==> config.mk <==
export PLATFORM = sky130hd
export DESIGN_NAME = one_button_dimmer_control_core_flat
export DESIGN_NICKNAME = d
export VERILOG_FILES = /design/src/design/obdc_pkg.sv /design/src/design/obdc_in_if.sv /design/src/design/obdc_out_if.sv /design/src/design/obdc_step.sv /design/src/design/one_button_dimmer_control_core.sv /design/src/flat_wrapper.sv
export VERILOG_INCLUDE_DIRS = /design/src /design/src/design
export SDC_FILE = /design/constraint.sdc
export NUM_CORES = 1
export LEC_CHECK = 0
export ABC_AREA = 1
export BUFFER_PORTS_ARGS = -buffer_cell sky130_fd_sc_hd__buf_2
export CORE_ASPECT_RATIO = 0.9
export CORE_UTILIZATION = 50
export CTS_CLUSTER_DIAMETER = 120
export DETAILED_ROUTE_END_ITERATION = 6
export HOLD_SLACK_MARGIN = 0.03
export PLACE_DENSITY = 0.71
export SKIP_CTS_REPAIR_TIMING = 1
export SLEW_MARGIN = 5
export SYNTH_ARGS = -nofsm -noshare
export SYNTH_HDL_FRONTEND = slang
export SYNTH_SLANG_ARGS = --single-unit
==> constraint.sdc <==
create_clock -name clk_i -period 8.5 [get_ports clk_i]
set_input_delay 1.275 -clock clk_i [delete_from_list [all_inputs] [get_ports clk_i]]
set_output_delay 1.275 -clock clk_i [all_outputs]
set_load 0.05 [all_outputs]
==> src/design/one_button_dimmer_control_core_macros.svh <==
// -----------------------------------------------------------------------------
// One button dimmer control core: assertion macros
// Shared helpers for the concurrent checks of the dimmer control logic.
// -----------------------------------------------------------------------------
`ifndef ONE_BUTTON_DIMMER_CONTROL_CORE_MACROS_SVH
`define ONE_BUTTON_DIMMER_CONTROL_CORE_MACROS_SVH

// Check that is switched off while reset is asserted.
`define OBDC_ASSERT(label, prop, msg) \
  label: assert property (@(posedge clk_i) disable iff (!rst_ni) (prop)) else $error(msg);

// Check that also holds while reset is asserted.
`define OBDC_ASSERT_ALWAYS(label, prop, msg) \
  label: assert property (@(posedge clk_i) (prop)) else $error(msg);

`endif

==> src/design/obdc_pkg.sv <==
// -----------------------------------------------------------------------------
// One button dimmer control package
// Types, codes and constants shared by the dimmer control modules.
// -----------------------------------------------------------------------------
package obdc_pkg;

  localparam int unsigned LevelW = 7;
  localparam int unsigned IntervalW = 16;
  localparam int unsigned TimeW = 32;
  localparam int unsigned CfgIdxW = 3;
  localparam int unsigned CfgDataW = 16;

  localparam logic [LevelW-1:0] LevelMax = 7'd100;
  localparam logic [LevelW-1:0] LevelReset = 7'd50;

  // Event codes carried by the command field.
  typedef enum logic [2:0] {
    CMD_POLL         = 3'd0,
    CMD_SINGLE_CLICK = 3'd1,
    CMD_DOUBLE_CLICK = 3'd2,
    CMD_HOLD_BEGIN   = 3'd3,
    CMD_HOST_POWER   = 3'd4,
    CMD_HOST_LEVEL   = 3'd5
  } obdc_cmd_e;

  // Button tracking phase.
  typedef enum logic [1:0] {
    PH_RELEASED = 2'd0,
    PH_PRESSED  = 2'd1,
    PH_HOLD     = 2'd2
  } obdc_phase_e;

  // Configuration register indexes.
  typedef enum logic [CfgIdxW-1:0] {
    REG_PRESET_LEVEL = 3'd0,
    REG_RAMP_STEP    = 3'd1,
    REG_RAMP_MIN     = 3'd2,
    REG_RAMP_MAX     = 3'd3,
    REG_REPEAT_INTVL = 3'd4
  } obdc_reg_e;

  typedef struct packed {
    logic [LevelW-1:0]    preset_level;
    logic [LevelW-1:0]    ramp_step;
    logic [LevelW-1:0]    ramp_min;
    logic [LevelW-1:0]    ramp_max;
    logic [IntervalW-1:0] repeat_interval_ms;
  } obdc_cfg_t;

  typedef struct packed {
    logic              power_state;
    logic [LevelW-1:0] level_state;
    logic              led_power;
    logic [LevelW-1:0] led_target;
    logic              preset_mode;
    logic [LevelW-1:0] saved_level;
    logic              ramp_up;
    obdc_phase_e       button_phase;
    logic [TimeW-1:0]  last_repeat_ms;
  } obdc_state_t;

  localparam obdc_cfg_t CfgReset = '{
    preset_level:       7'd60,
    ramp_step:          7'd5,
    ramp_min:           7'd5,
    ramp_max:           7'd100,
    repeat_interval_ms: 16'd200
  };

  localparam obdc_state_t StateReset = '{
    power_state:    1'b0,
    level_state:    LevelReset,
    led_power:      1'b0,
    led_target:     LevelReset,
    preset_mode:    1'b0,
    saved_level:    LevelReset,
    ramp_up:        1'b1,
    button_phase:   PH_RELEASED,
    last_repeat_ms: '0
  };

endpackage

==> src/design/obdc_in_if.sv <==
// -----------------------------------------------------------------------------
// One button dimmer control event channel
// Valid/ready channel that carries one button or host event per beat.
// -----------------------------------------------------------------------------
interface obdc_in_if
  import obdc_pkg::*;
();
  logic                  valid;
  logic                  ready;
  logic [2:0]            command;
  logic                  button_low;
  logic [TimeW-1:0]      now_ms;
  logic [LevelW-1:0]     host_value;

  modport source (output valid, output command, output button_low,
                  output now_ms, output host_value, input ready);
  modport sink   (input valid, input command, input button_low,
                  input now_ms, input host_value, output ready);
endinterface

==> src/design/obdc_out_if.sv <==
// -----------------------------------------------------------------------------
// One button dimmer control result channel
// Valid/ready channel that carries the light state after each event.
// -----------------------------------------------------------------------------
interface obdc_out_if
  import obdc_pkg::*;
();
  logic              valid;
  logic              ready;
  logic              led_on;
  logic [LevelW-1:0] led_level;
  logic              power_on;
  logic [LevelW-1:0] level;
  logic              preset_active;

  modport source (output valid, output led_on, output led_level, output power_on,
                  output level, output preset_active, input ready);
  modport sink   (input valid, input led_on, input led_level, input power_on,
                  input level, input preset_active, output ready);
endinterface

==> src/design/obdc_step.sv <==
// -----------------------------------------------------------------------------
// One button dimmer control state update
// Combinational next state of the light for one button or host event.
// -----------------------------------------------------------------------------
module obdc_step
  import obdc_pkg::*;
(
  input  obdc_state_t       state_i,
  input  obdc_cfg_t         cfg_i,
  input  logic [2:0]        command_i,
  input  logic              button_low_i,
  input  logic [TimeW-1:0]  now_ms_i,
  input  logic [LevelW-1:0] host_value_i,
  output obdc_state_t       state_o
);

  logic signed [LevelW+1:0] ramp_sum;
  logic [LevelW-1:0]        ramp_level;
  logic                     ramp_flip;
  logic [TimeW-1:0]         elapsed;
  logic                     interval_passed;
  logic [LevelW-1:0]        host_level;

  // One ramp step in the current direction, clamped to the ramp bounds.
  always_comb begin
    if (state_i.ramp_up) begin
      ramp_sum = $signed({2'b00, state_i.level_state}) + $signed({2'b00, cfg_i.ramp_step});
    end else begin
      ramp_sum = $signed({2'b00, state_i.level_state}) - $signed({2'b00, cfg_i.ramp_step});
    end
    ramp_flip  = 1'b0;
    ramp_level = ramp_sum[LevelW-1:0];
    if (ramp_sum < $signed({2'b00, cfg_i.ramp_min})) begin
      ramp_flip  = 1'b1;
      ramp_level = cfg_i.ramp_min;
    end else if (ramp_sum > $signed({2'b00, cfg_i.ramp_max})) begin
      ramp_flip  = 1'b1;
      ramp_level = cfg_i.ramp_max;
    end
  end

  // Hold repeat timing, modulo 2^32 on the millisecond counter.
  assign elapsed         = now_ms_i - state_i.last_repeat_ms;
  assign interval_passed = elapsed > {{(TimeW-IntervalW){1'b0}}, cfg_i.repeat_interval_ms};

  // Host level writes saturate at full brightness.
  assign host_level = (host_value_i > LevelMax) ? LevelMax : host_value_i;

  // Event decode.
  always_comb begin
    state_o = state_i;
    case (obdc_cmd_e'(command_i))
      CMD_POLL: begin
        if (state_i.button_phase == PH_RELEASED) begin
          if (button_low_i) begin
            state_o.button_phase = PH_PRESSED;
            if (!state_i.power_state) begin
              state_o.led_power = 1'b1;
            end
          end
        end else if (state_i.button_phase == PH_HOLD && interval_passed) begin
          if (button_low_i) begin
            state_o.last_repeat_ms = now_ms_i;
            state_o.ramp_up        = state_i.ramp_up ^ ramp_flip;
            state_o.preset_mode    = 1'b0;
            state_o.level_state    = ramp_level;
            state_o.led_target     = ramp_level;
            state_o.power_state    = 1'b1;
            if (!state_i.power_state) begin
              state_o.led_power = 1'b1;
            end
          end else begin
            // Release ends the hold and restarts the repeat timer.
            state_o.button_phase   = PH_RELEASED;
            state_o.last_repeat_ms = '0;
          end
        end
      end
      CMD_SINGLE_CLICK: begin
        state_o.power_state  = !state_i.power_state;
        state_o.led_power    = !state_i.power_state;
        state_o.button_phase = PH_RELEASED;
      end
      CMD_DOUBLE_CLICK: begin
        if (state_i.preset_mode) begin
          state_o.preset_mode = 1'b0;
          state_o.level_state = state_i.saved_level;
          state_o.led_target  = state_i.saved_level;
        end else begin
          state_o.preset_mode = 1'b1;
          state_o.level_state = cfg_i.preset_level;
          state_o.led_target  = cfg_i.preset_level;
        end
        state_o.power_state = 1'b1;
        if (!state_i.power_state) begin
          state_o.led_power = 1'b1;
        end
        state_o.button_phase = PH_RELEASED;
      end
      CMD_HOLD_BEGIN: begin
        state_o.button_phase = PH_HOLD;
      end
      CMD_HOST_POWER: begin
        state_o.power_state = |host_value_i;
        state_o.led_power   = |host_value_i;
      end
      CMD_HOST_LEVEL: begin
        state_o.preset_mode = 1'b0;
        state_o.saved_level = host_level;
        state_o.level_state = host_level;
        state_o.led_target  = host_level;
      end
      default: begin
        state_o = state_i;
      end
    endcase
  end

endmodule

==> src/design/one_button_dimmer_control_core.sv <==
// A result beat is valid in the cycle after its event beat is accepted.
// One event per cycle; the state update is a single pass of short
// logic between the state registers, which also serve as the result register.
// An event is taken whenever no result is pending or the pending one leaves.
// Reset (rst_ni low, asynchronous) restores the register defaults and the
// light state: power off, level 50, button released; no result is pending.
// -----------------------------------------------------------------------------
// One button dimmer control core
// Turns button and host events into power and level requests for an LED.
// -----------------------------------------------------------------------------
`include "one_button_dimmer_control_core_macros.svh"

module one_button_dimmer_control_core
  import obdc_pkg::*;
(
  input  logic                clk_i,
  input  logic                rst_ni,
  input  logic                cfg_we_i,
  input  logic [CfgIdxW-1:0]  cfg_idx_i,
  input  logic [CfgDataW-1:0] cfg_data_i,
  obdc_in_if.sink             in_i,
  obdc_out_if.source          out_o
);

  obdc_cfg_t   cfg_q;
  obdc_state_t state_q, state_d;
  logic        out_valid_q, out_valid_d;
  logic        in_fire;

  // Configuration registers.
  always_ff @(posedge clk_i or negedge rst_ni) begin
    if (!rst_ni) begin
      cfg_q <= CfgReset;
    end else if (cfg_we_i) begin
      case (obdc_reg_e'(cfg_idx_i))
        REG_PRESET_LEVEL: cfg_q.preset_level       <= cfg_data_i[LevelW-1:0];
        REG_RAMP_STEP:    cfg_q.ramp_step          <= cfg_data_i[LevelW-1:0];
        REG_RAMP_MIN:     cfg_q.ramp_min           <= cfg_data_i[LevelW-1:0];
        REG_RAMP_MAX:     cfg_q.ramp_max           <= cfg_data_i[LevelW-1:0];
        REG_REPEAT_INTVL: cfg_q.repeat_interval_ms <= cfg_data_i[IntervalW-1:0];
        default:          cfg_q <= cfg_q;
      endcase
    end
  end

  // A new event is taken when the result slot is free or drains this cycle.
  assign in_i.ready = !out_valid_q || out_o.ready;
  assign in_fire    = in_i.valid && in_i.ready;

  obdc_step u_step (
    .state_i      (state_q),
    .cfg_i        (cfg_q),
    .command_i    (in_i.command),
    .button_low_i (in_i.button_low),
    .now_ms_i     (in_i.now_ms),
    .host_value_i (in_i.host_value),
    .state_o      (state_d)
  );

  // Result slot occupancy.
  always_comb begin
    out_valid_d = out_valid_q;
    if (in_fire) begin
      out_valid_d = 1'b1;
    end else if (out_o.ready) begin
      out_valid_d = 1'b0;
    end
  end

  // Light state; it only moves on an accepted event beat.
  always_ff @(posedge clk_i or negedge rst_ni) begin
    if (!rst_ni) begin
      state_q     <= StateReset;
      out_valid_q <= 1'b0;
    end else begin
      out_valid_q <= out_valid_d;
      if (in_fire) begin
        state_q <= state_d;
      end
    end
  end

  // The result beat shows the state left by the last event.
  assign out_o.valid         = out_valid_q;
  assign out_o.led_on        = state_q.led_power;
  assign out_o.led_level     = state_q.led_target;
  assign out_o.power_on      = state_q.power_state;
  assign out_o.level         = state_q.level_state;
  assign out_o.preset_active = state_q.preset_mode;

  // Consistency checks.
  `OBDC_ASSERT(a_fire_gives_result, in_fire |=> out_valid_q, "accepted beat gave no result")
  `OBDC_ASSERT(a_state_holds_idle, !in_fire |=> $stable(state_q), "state moved without an event")
  `OBDC_ASSERT_ALWAYS(a_power_lights_led, state_q.power_state |-> state_q.led_power, "power on but LED off")
  `OBDC_ASSERT_ALWAYS(a_target_tracks_level, state_q.led_target == state_q.level_state, "LED target differs from level")

endmodule
==> src/flat_wrapper.sv <==
// flat-port wrapper written by rule: the top's interface ports become plain ports
module one_button_dimmer_control_core_flat import obdc_pkg::*;
  (clk_i, rst_ni, cfg_we_i, cfg_idx_i, cfg_data_i, in_i_valid, in_i_command, in_i_button_low, in_i_now_ms, in_i_host_value, in_i_ready, out_o_valid, out_o_led_on, out_o_led_level, out_o_power_on, out_o_level, out_o_preset_active, out_o_ready);
  obdc_in_if in_i_i ();
  obdc_out_if out_o_i ();
  input  logic clk_i;
  input  logic rst_ni;
  input  logic cfg_we_i;
  input  logic [CfgIdxW-1:0] cfg_idx_i;
  input  logic [CfgDataW-1:0] cfg_data_i;
  input wire logic [$bits(in_i_i.valid)-1:0] in_i_valid;
  input wire logic [$bits(in_i_i.command)-1:0] in_i_command;
  input wire logic [$bits(in_i_i.button_low)-1:0] in_i_button_low;
  input wire logic [$bits(in_i_i.now_ms)-1:0] in_i_now_ms;
  input wire logic [$bits(in_i_i.host_value)-1:0] in_i_host_value;
  output wire logic [$bits(in_i_i.ready)-1:0] in_i_ready;
  output wire logic [$bits(out_o_i.valid)-1:0] out_o_valid;
  output wire logic [$bits(out_o_i.led_on)-1:0] out_o_led_on;
  output wire logic [$bits(out_o_i.led_level)-1:0] out_o_led_level;
  output wire logic [$bits(out_o_i.power_on)-1:0] out_o_power_on;
  output wire logic [$bits(out_o_i.level)-1:0] out_o_level;
  output wire logic [$bits(out_o_i.preset_active)-1:0] out_o_preset_active;
  input wire logic [$bits(out_o_i.ready)-1:0] out_o_ready;
  assign in_i_i.valid = in_i_valid;
  assign in_i_i.command = in_i_command;
  assign in_i_i.button_low = in_i_button_low;
  assign in_i_i.now_ms = in_i_now_ms;
  assign in_i_i.host_value = in_i_host_value;
  assign in_i_ready = in_i_i.ready;
  assign out_o_valid = out_o_i.valid;
  assign out_o_led_on = out_o_i.led_on;
  assign out_o_led_level = out_o_i.led_level;
  assign out_o_power_on = out_o_i.power_on;
  assign out_o_level = out_o_i.level;
  assign out_o_preset_active = out_o_i.preset_active;
  assign out_o_i.ready = out_o_ready;
  one_button_dimmer_control_core u_core (.clk_i(clk_i), .rst_ni(rst_ni), .cfg_we_i(cfg_we_i), .cfg_idx_i(cfg_idx_i), .cfg_data_i(cfg_data_i), .in_i(in_i_i), .out_o(out_o_i));
endmodule
==> results.py, run 1 <==
metrics = {
    "synthesis": {
        "ys.flop_type": "dfrtp_1",
        "yosys.area_share.simple_pct": 30.1,
        "synth_most_common_cell": "nand2_1",
        "synth-seq-cells": 97,
        "synth_edf_count": 0,
        "synth.avg_cell_area_um2": 6.57,
        "yosysSeqAreaShare_pct": 29.1,
        "synthAdderAreaFrac_pct": 11.7,
        "synth_area_leaders": "dfrtp_1, nand2_1, inv_1",
        "synth_top_area_share_pct": 22.5,
        "synth_top_family_by_area": "simple AND/OR/NAND/NOR gates",
        "synth_top_cell_by_area": "dfrtp_1",
        "synth_cells": 1285,
        "synth_common_cells": "nand2_1, inv_1, nor2_1",
        "synthXorXnorAreaFrac_pct": 2.08,
        "ys_types": 44,
        "synth.yosys.warnings": 0,
        "synth_compound_area_share_pct": 12.9,
        "syn_nets": 1429,
        "syn-cell-area_um2": 8440,
        "yosys-mux-area-fraction_pct": 0,
        "synthArstFlopShare_pct": 100,
    },
    "place": {
        "portBuffers": 85,
        "dp_hpwl_um": 17000,
        "dp_slack_ns": 3.00,
        "gp_congestion": 0.933,
    },
    "sta": {
        "setup_slack_ns": 3.36,
        "setup_viol_count_final": 0,
        "min_period_over_period_pct": 60.4,
        "slew_headroom_pct": 30.8,
        "fmax_mhz": 195,
        "hold_violations": 0,
        "finalMaxSlewViolations": 0,
        "worst_pin_slew_ns": 1.04,
        "fin_skew_ns": 0.0107,
        "grt_setup_unrepaired": "false",
        "min_period_ns": 5.14,
        "setup_tns_ns": 0,
        "holdWs_ns": 0.478,
    },
    "hold_path": {
        "min_to": "u_core.state_q[39]$_DFFE_PN1P_",
        "min-delay-start": "u_core.state_q[39]$_DFFE_PN1P_",
        "hold_depth": 2,
        "hp-class": "flip-flop to flip-flop",
    },
    "detailed_routing": {
        "wl_per_cell_um": 13.7,
        "firstDrtPassIters": 7,
        "avgViaCountPerCell": 5.06,
        "antenna_left": 0,
        "drcViolationCount": 9,
        "routed_wirelength_um": 21400,
        "drt_iter0_drc": 598,
        "vias": 7874,
    },
    "worst_setup_path": {
        "slowest_delay_ns": 0.75,
        "ff2ff_path_depth": 25,
        "ff2ff_setup_slack_ns": 4.03,
        "critPathRequiredTime_ns": 8.73,
        "startpoint": "in_i_now_ms[0]",
        "endpoint_kind": "flip-flop",
        "cp_slowest_cell": "nand4_4",
        "worst-path-max-fanout": 66,
        "start_kind": "input pin",
        "reg2reg_to": "u_core.state_q[12]$_DFFE_PN0P_",
        "critPathMostFrequentCell": "nand2_1",
        "critPathKind": "input pin to flip-flop",
        "r2r_start": "u_core.state_q[0]$_DFFE_PN0P_",
        "critPathArrivalTime_ns": 5.37,
    },
    "global_route": {
        "grt_pass1_wl_um": 35900,
        "globalRouteTotalUtil_pct": 25.9,
        "grt-ovfl-total": 0,
        "grt_max_degree": 78,
        "grt_pass1_vias": 7281,
        "antenna_found_initial": 0,
    },
    "clocking": {
        "path_clk_slew_ns": 0.07,
        "cts_tree": "yes",
        "clk_path_buf_depth": 2,
        "cts_max_level": 3,
        "cts_buffers": 9,
        "clk_latency_ns": 0.36,
        "cts-root-buf": "clkbuf_16",
        "clock-sinks": 97,
    },
    "die": {
        "start_util_pct": 51.8,
        "die_h_um": 125,
        "ioPinCount": 86,
        "dieArea_um2": 17400,
        "rows": 44,
        "die_w_um": 139,
        "core_um2": 16300,
    },
    "power": {
        "leakage_nw": 5.16,
        "seqPwrFrac_pct": 26.5,
        "switching_share_pct": 47.0,
        "p_clk_share_pct": 19.5,
        "power_switching_w": 0.00111,
        "p_comb_share_pct": 54.0,
        "intPower_w": 0.00126,
        "p_per_area_nw_per_um2": 257,
        "ir_drop_mv": 0.138,
    },
    "cells_and_area": {
        "n_antenna_cell": 0,
        "area_growth_pct": 9.27,
        "drive_gt1_share_pct": 13.6,
        "fill_cells": 1642,
        "final_nets": 1488,
        "final_util_pct": 56.6,
    },
    "run_status": {
        "violations": "design-rule violations",
        "status": "finished, violations left",
    },
    "run": {
        "cap_violations": 0,
    },
}
worst max path at each step:
stage                                       endpoint  slack, ns  cells after the start
2_1_floorplan  u_core.out_o.led_level[2]$_DFFE_PN0P_       4.32                     30
3_3_place_gp          u_core.state_q[34]$_DFFE_PN1P_       3.23                     28
3_5_place_dp          u_core.state_q[12]$_DFFE_PN0P_       3.00                     27
4_1_cts               u_core.state_q[12]$_DFFE_PN0P_       3.37                     27
5_1_grt               u_core.state_q[12]$_DFFE_PN0P_       2.89                     27
6_report              u_core.state_q[12]$_DFFE_PN0P_       3.36                     27
flip-flops by register name, summed over array words and instances, names as in the netlist:
register and cells:
u_core.cfg_q 44, u_core.out_o.led_level 7, u_core.out_o.power_on 1, u_core.state_q 42, u_core.out_o.led_on 1, u_core.out_o.preset_active 1, u_core.out_o.valid 1
layout make-up:
type	instances	area [um^2]	share of cell area, %
clock buffers	11	243	2.63
inverters	250	938	10.2
multi-input cells	900	4800	52.1
clock inverters	5	87.6	0.950
flip-flops and latches	97	2450	26.6
well taps	207	259	2.81
repair buffers	86	435	4.72
stage by stage:
step | power (W) | instances | cell area [um^2]
2_1_floorplan | 0.00163 | 1285 | 8440
6_report | 0.00237 | 1556 | 9220
3_3_place_gp | 0.00188 | 1540 | 8890
4_1_cts | 0.00237 | 1556 | 9220
3_5_place_dp | 0.00189 | 1540 | 8890
5_1_grt | 0.00258 | 1556 | 9220
power groups by stage:
stage	clock (W)	combinational, W	sequential, W
final	0.000462	0.00128	0.000629
after global routing	0.000486	0.00145	0.000643
after CTS	0.000472	0.00127	0.000628
after detailed placement	0	0.00126	0.000636
after global placement	0	0.00125	0.000632
after floorplan	0	0.00100	0.000633
critical path: cells and delay by family:
kind                       cells  cell delay, ns
and+or+nand+nor               19            2.30
AOI/OAI and AO/OA              1            0.53
adders and majority gates      3            0.89
buffers and inverters          3            0.23
xor gates and xnor gates       1            0.08
logic make-up (layout without fill, tap and decap cells):
kind of cell / after synthesis / after routing
adder cells (fa/ha/maj): 77 / 77
XOR/XNOR: 20 / 20
AO/OA/AOI/OAI: 192 / 192
AND/OR/NAND/NOR: 611 / 611
flip-flops: 97 / 97
buffers and inverters: 288 / 352
layout by cell type, fill, tap and decap left out, drive strengths merged, types with 3 or more instances in the layout:
master,instances
nor3,4
inv,251
o31ai,4
dfrtp,76
dfstp,21
a21oi,67
o21bai,3
ha,74
nor2,92
fa,3
xor2,19
nand4,14
nand2,443
nand3,54
o21ai,104
buf,86
clkbuf,11
layer usage:
metal	track usage [%]	part of all wire (%)	up-vias
met3	3.91	6.0	15
li1	-	-	4093
met5	0	0	-
met1	38.9	52	3539
met4	5.88	1.1	0
met2	38.9	41	227
(Power assumes the default switching activity.)
==> run 2: changes to the inputs <==
clock period = 4.9 ns   (was 8.5 ns; I/O delays follow)
==> run 2 against run 1 <==
  * Final cell count up 0.13%
  * Sequential share of layout area about the same
  * First-iteration DRC count grew 5.9%
  * The run still ends with design-rule violations left
  * Register-to-register slack got worse by 3.1 ns
  * Largest power group unchanged
==> results.py, run 2 (synthesized netlist as in run 1, its figures left out) <==
metrics = {
    "cells_and_area": {
        "final_nets": 1490,
        "most-common-layout-cells": "nand2_1, inv_1, nor2_1, buf_2, dfrtp_1",
        "final_area_um2": 9230,
        "area_growth_pct": 9.37,
        "mostFrequentLayoutCell": "nand2_1",
        "n_antenna_cell": 0,
        "regMostFlops": "u_core.cfg_q",
        "largest_reg_flops": 44,
        "drive_gt1_share_pct": 13.8,
    },
    "place": {
        "dpl-instance-area_um2": 8920,
        "dp_hpwl_um": 16900,
        "gp_congestion": 0.939,
        "portBuffers": 85,
    },
    "clocking": {
        "path_clk_slew_ns": 0.08,
        "cts_tree": "yes",
        "cts-root-buf": "clkbuf_16",
        "clk_path_buf_depth": 2,
        "clk_latency_ns": 0.37,
        "cts_max_level": 3,
        "cts_buffers": 9,
        "clock-sinks": 97,
    },
    "worst_setup_path": {
        "critPathArrivalTime_ns": 4.23,
        "critPathRequiredTime_ns": 5.16,
        "worst-path-max-fanout": 11,
        "critPathKind": "flip-flop to flip-flop",
        "endpoint_kind": "flip-flop",
        "start_kind": "flip-flop",
    },
    "sta": {
        "setup_viol_count_final": 0,
        "worst_pin_slew_ns": 1.06,
        "finalMaxSlewViolations": 0,
        "fin_skew_ns": 0.0112,
        "hold_violations": 0,
        "min_period_ns": 3.97,
        "fmax_mhz": 252,
        "slew_headroom_pct": 29.4,
        "grt_setup_unrepaired": "false",
        "holdWs_ns": 0.417,
        "min_period_over_period_pct": 81.0,
        "setup_tns_ns": 0,
    },
    "detailed_routing": {
        "wl_per_cell_um": 13.6,
        "vias": 7909,
        "antenna_left": 0,
        "firstDrtPassIters": 7,
        "drt_iter0_drc": 633,
        "avgViaCountPerCell": 5.08,
        "drcViolationCount": 10,
        "routed_wirelength_um": 21200,
    },
    "run_status": {
        "status": "finished, violations left",
        "violations": "design-rule violations",
    },
    "global_route": {
        "grt_pass1_vias": 7230,
        "grt_max_degree": 56,
        "grt-ovfl-total": 0,
        "grt_pass1_wl_um": 36000,
        "globalRouteTotalUtil_pct": 26.0,
        "antenna_found_initial": 0,
    },
    "power": {
        "ir_drop_mv": 0.243,
        "p_per_area_nw_per_um2": 441,
        "leakage_nw": 5.17,
    },
    "die": {
        "start_util_pct": 51.8,
        "rows": 44,
        "die_h_um": 125,
        "ioPinCount": 86,
        "dieArea_um2": 17400,
        "core_um2": 16300,
        "die_w_um": 139,
    },
    "run": {
        "cap_violations": 0,
    },
    "hold_path": {
        "hp-class": "input pin to asynchronous set/reset pin",
    },
}
==> run 2: changes by cell type in the layout (fill, tap and decap cells not counted), sizes merged <==
| cell | change |
|---|---|
| buf | +2 |
| clkbuf | -2 |
| inv | +2 |
| bufinv | -1 |
| clkinv | +1 |
==> run 2: critical path, stage by stage (launching register included) <==
cell	delay, ns
dfrtp_1	0.46
ha_1	0.27
fa_1	0.40
a21oi_1	0.17
o21ai_0	0.13
nand2_1	0.08
o21ai_0	0.09
xor2_1	0.25
inv_1	0.12
ha_1	0.30
nand2_1	0.09
nor2_1	0.05
nor2_1	0.08
nand3_1	0.08
a21o_1	0.16
a21oi_1	0.14
nand2_1	0.06
nand2_1	0.28
inv_1	0.18
nand3_1	0.13
nand2_1	0.07
a21oi_1	0.16
o21ai_2	0.08
==> run 2: power by group <==
group / switching (W) / internal, W
combinational: 0.00146 / 0.000738
clock: 0.000366 / 0.000408
sequential: 0.000130 / 0.000972
total: 0.00195 / 0.00212
==> run 2: final timing paths <==
path	startpoint	end	slack, ns	cells after the start
max reg2reg	u_core.out_o.led_level[0]$_DFFE_PN0P_	u_core.out_o.led_level[2]$_DFFE_PN0P_	0.93	22
max in group asynchronous	rst_ni	u_core.cfg_q[30]$_DFFE_PN1P_	3.46	2
max	u_core.out_o.led_level[0]$_DFFE_PN0P_	u_core.out_o.led_level[2]$_DFFE_PN0P_	0.93	22
min	rst_ni	u_core.state_q[38]$_DFFE_PN0P_	0.42	1
min in group clk_i	u_core.state_q[39]$_DFFE_PN1P_	u_core.state_q[39]$_DFFE_PN1P_	0.47	2
min reg2reg	u_core.state_q[39]$_DFFE_PN1P_	u_core.state_q[39]$_DFFE_PN1P_	0.47	2
==> run 2: per-layer routing <==
layer	share of wire [%]	track usage [%]
met5	0	0
met4	0.70	4.71
met3	6.1	4.33
met2	40	38.3
met1	53	39.8
==> run 2: per-stage QoR <==
step / util (%) / setup slack, ns / instances / total power [W]
floorplan: - / 1.26 / 1285 / 0.00283
CTS: 56.6 / 0.986 / 1558 / 0.00406
finish: 56.6 / 0.930 / 1558 / 0.00407
global placement: 54.7 / 0.710 / 1542 / 0.00324
detailed placement: 54.7 / 0.630 / 1542 / 0.00327
global route: 56.6 / 0.578 / 1558 / 0.00444
==> run 2: layout make-up <==
cell class / instances / area (um^2)
fill: 1652 / 7070
multi-input combinational: 900 / 4800
sequential: 97 / 2450
inverter: 250 / 938
timing repair buffer: 88 / 463
tap: 207 / 259
clock buffer: 9 / 225
clock inverter: 7 / 86.3
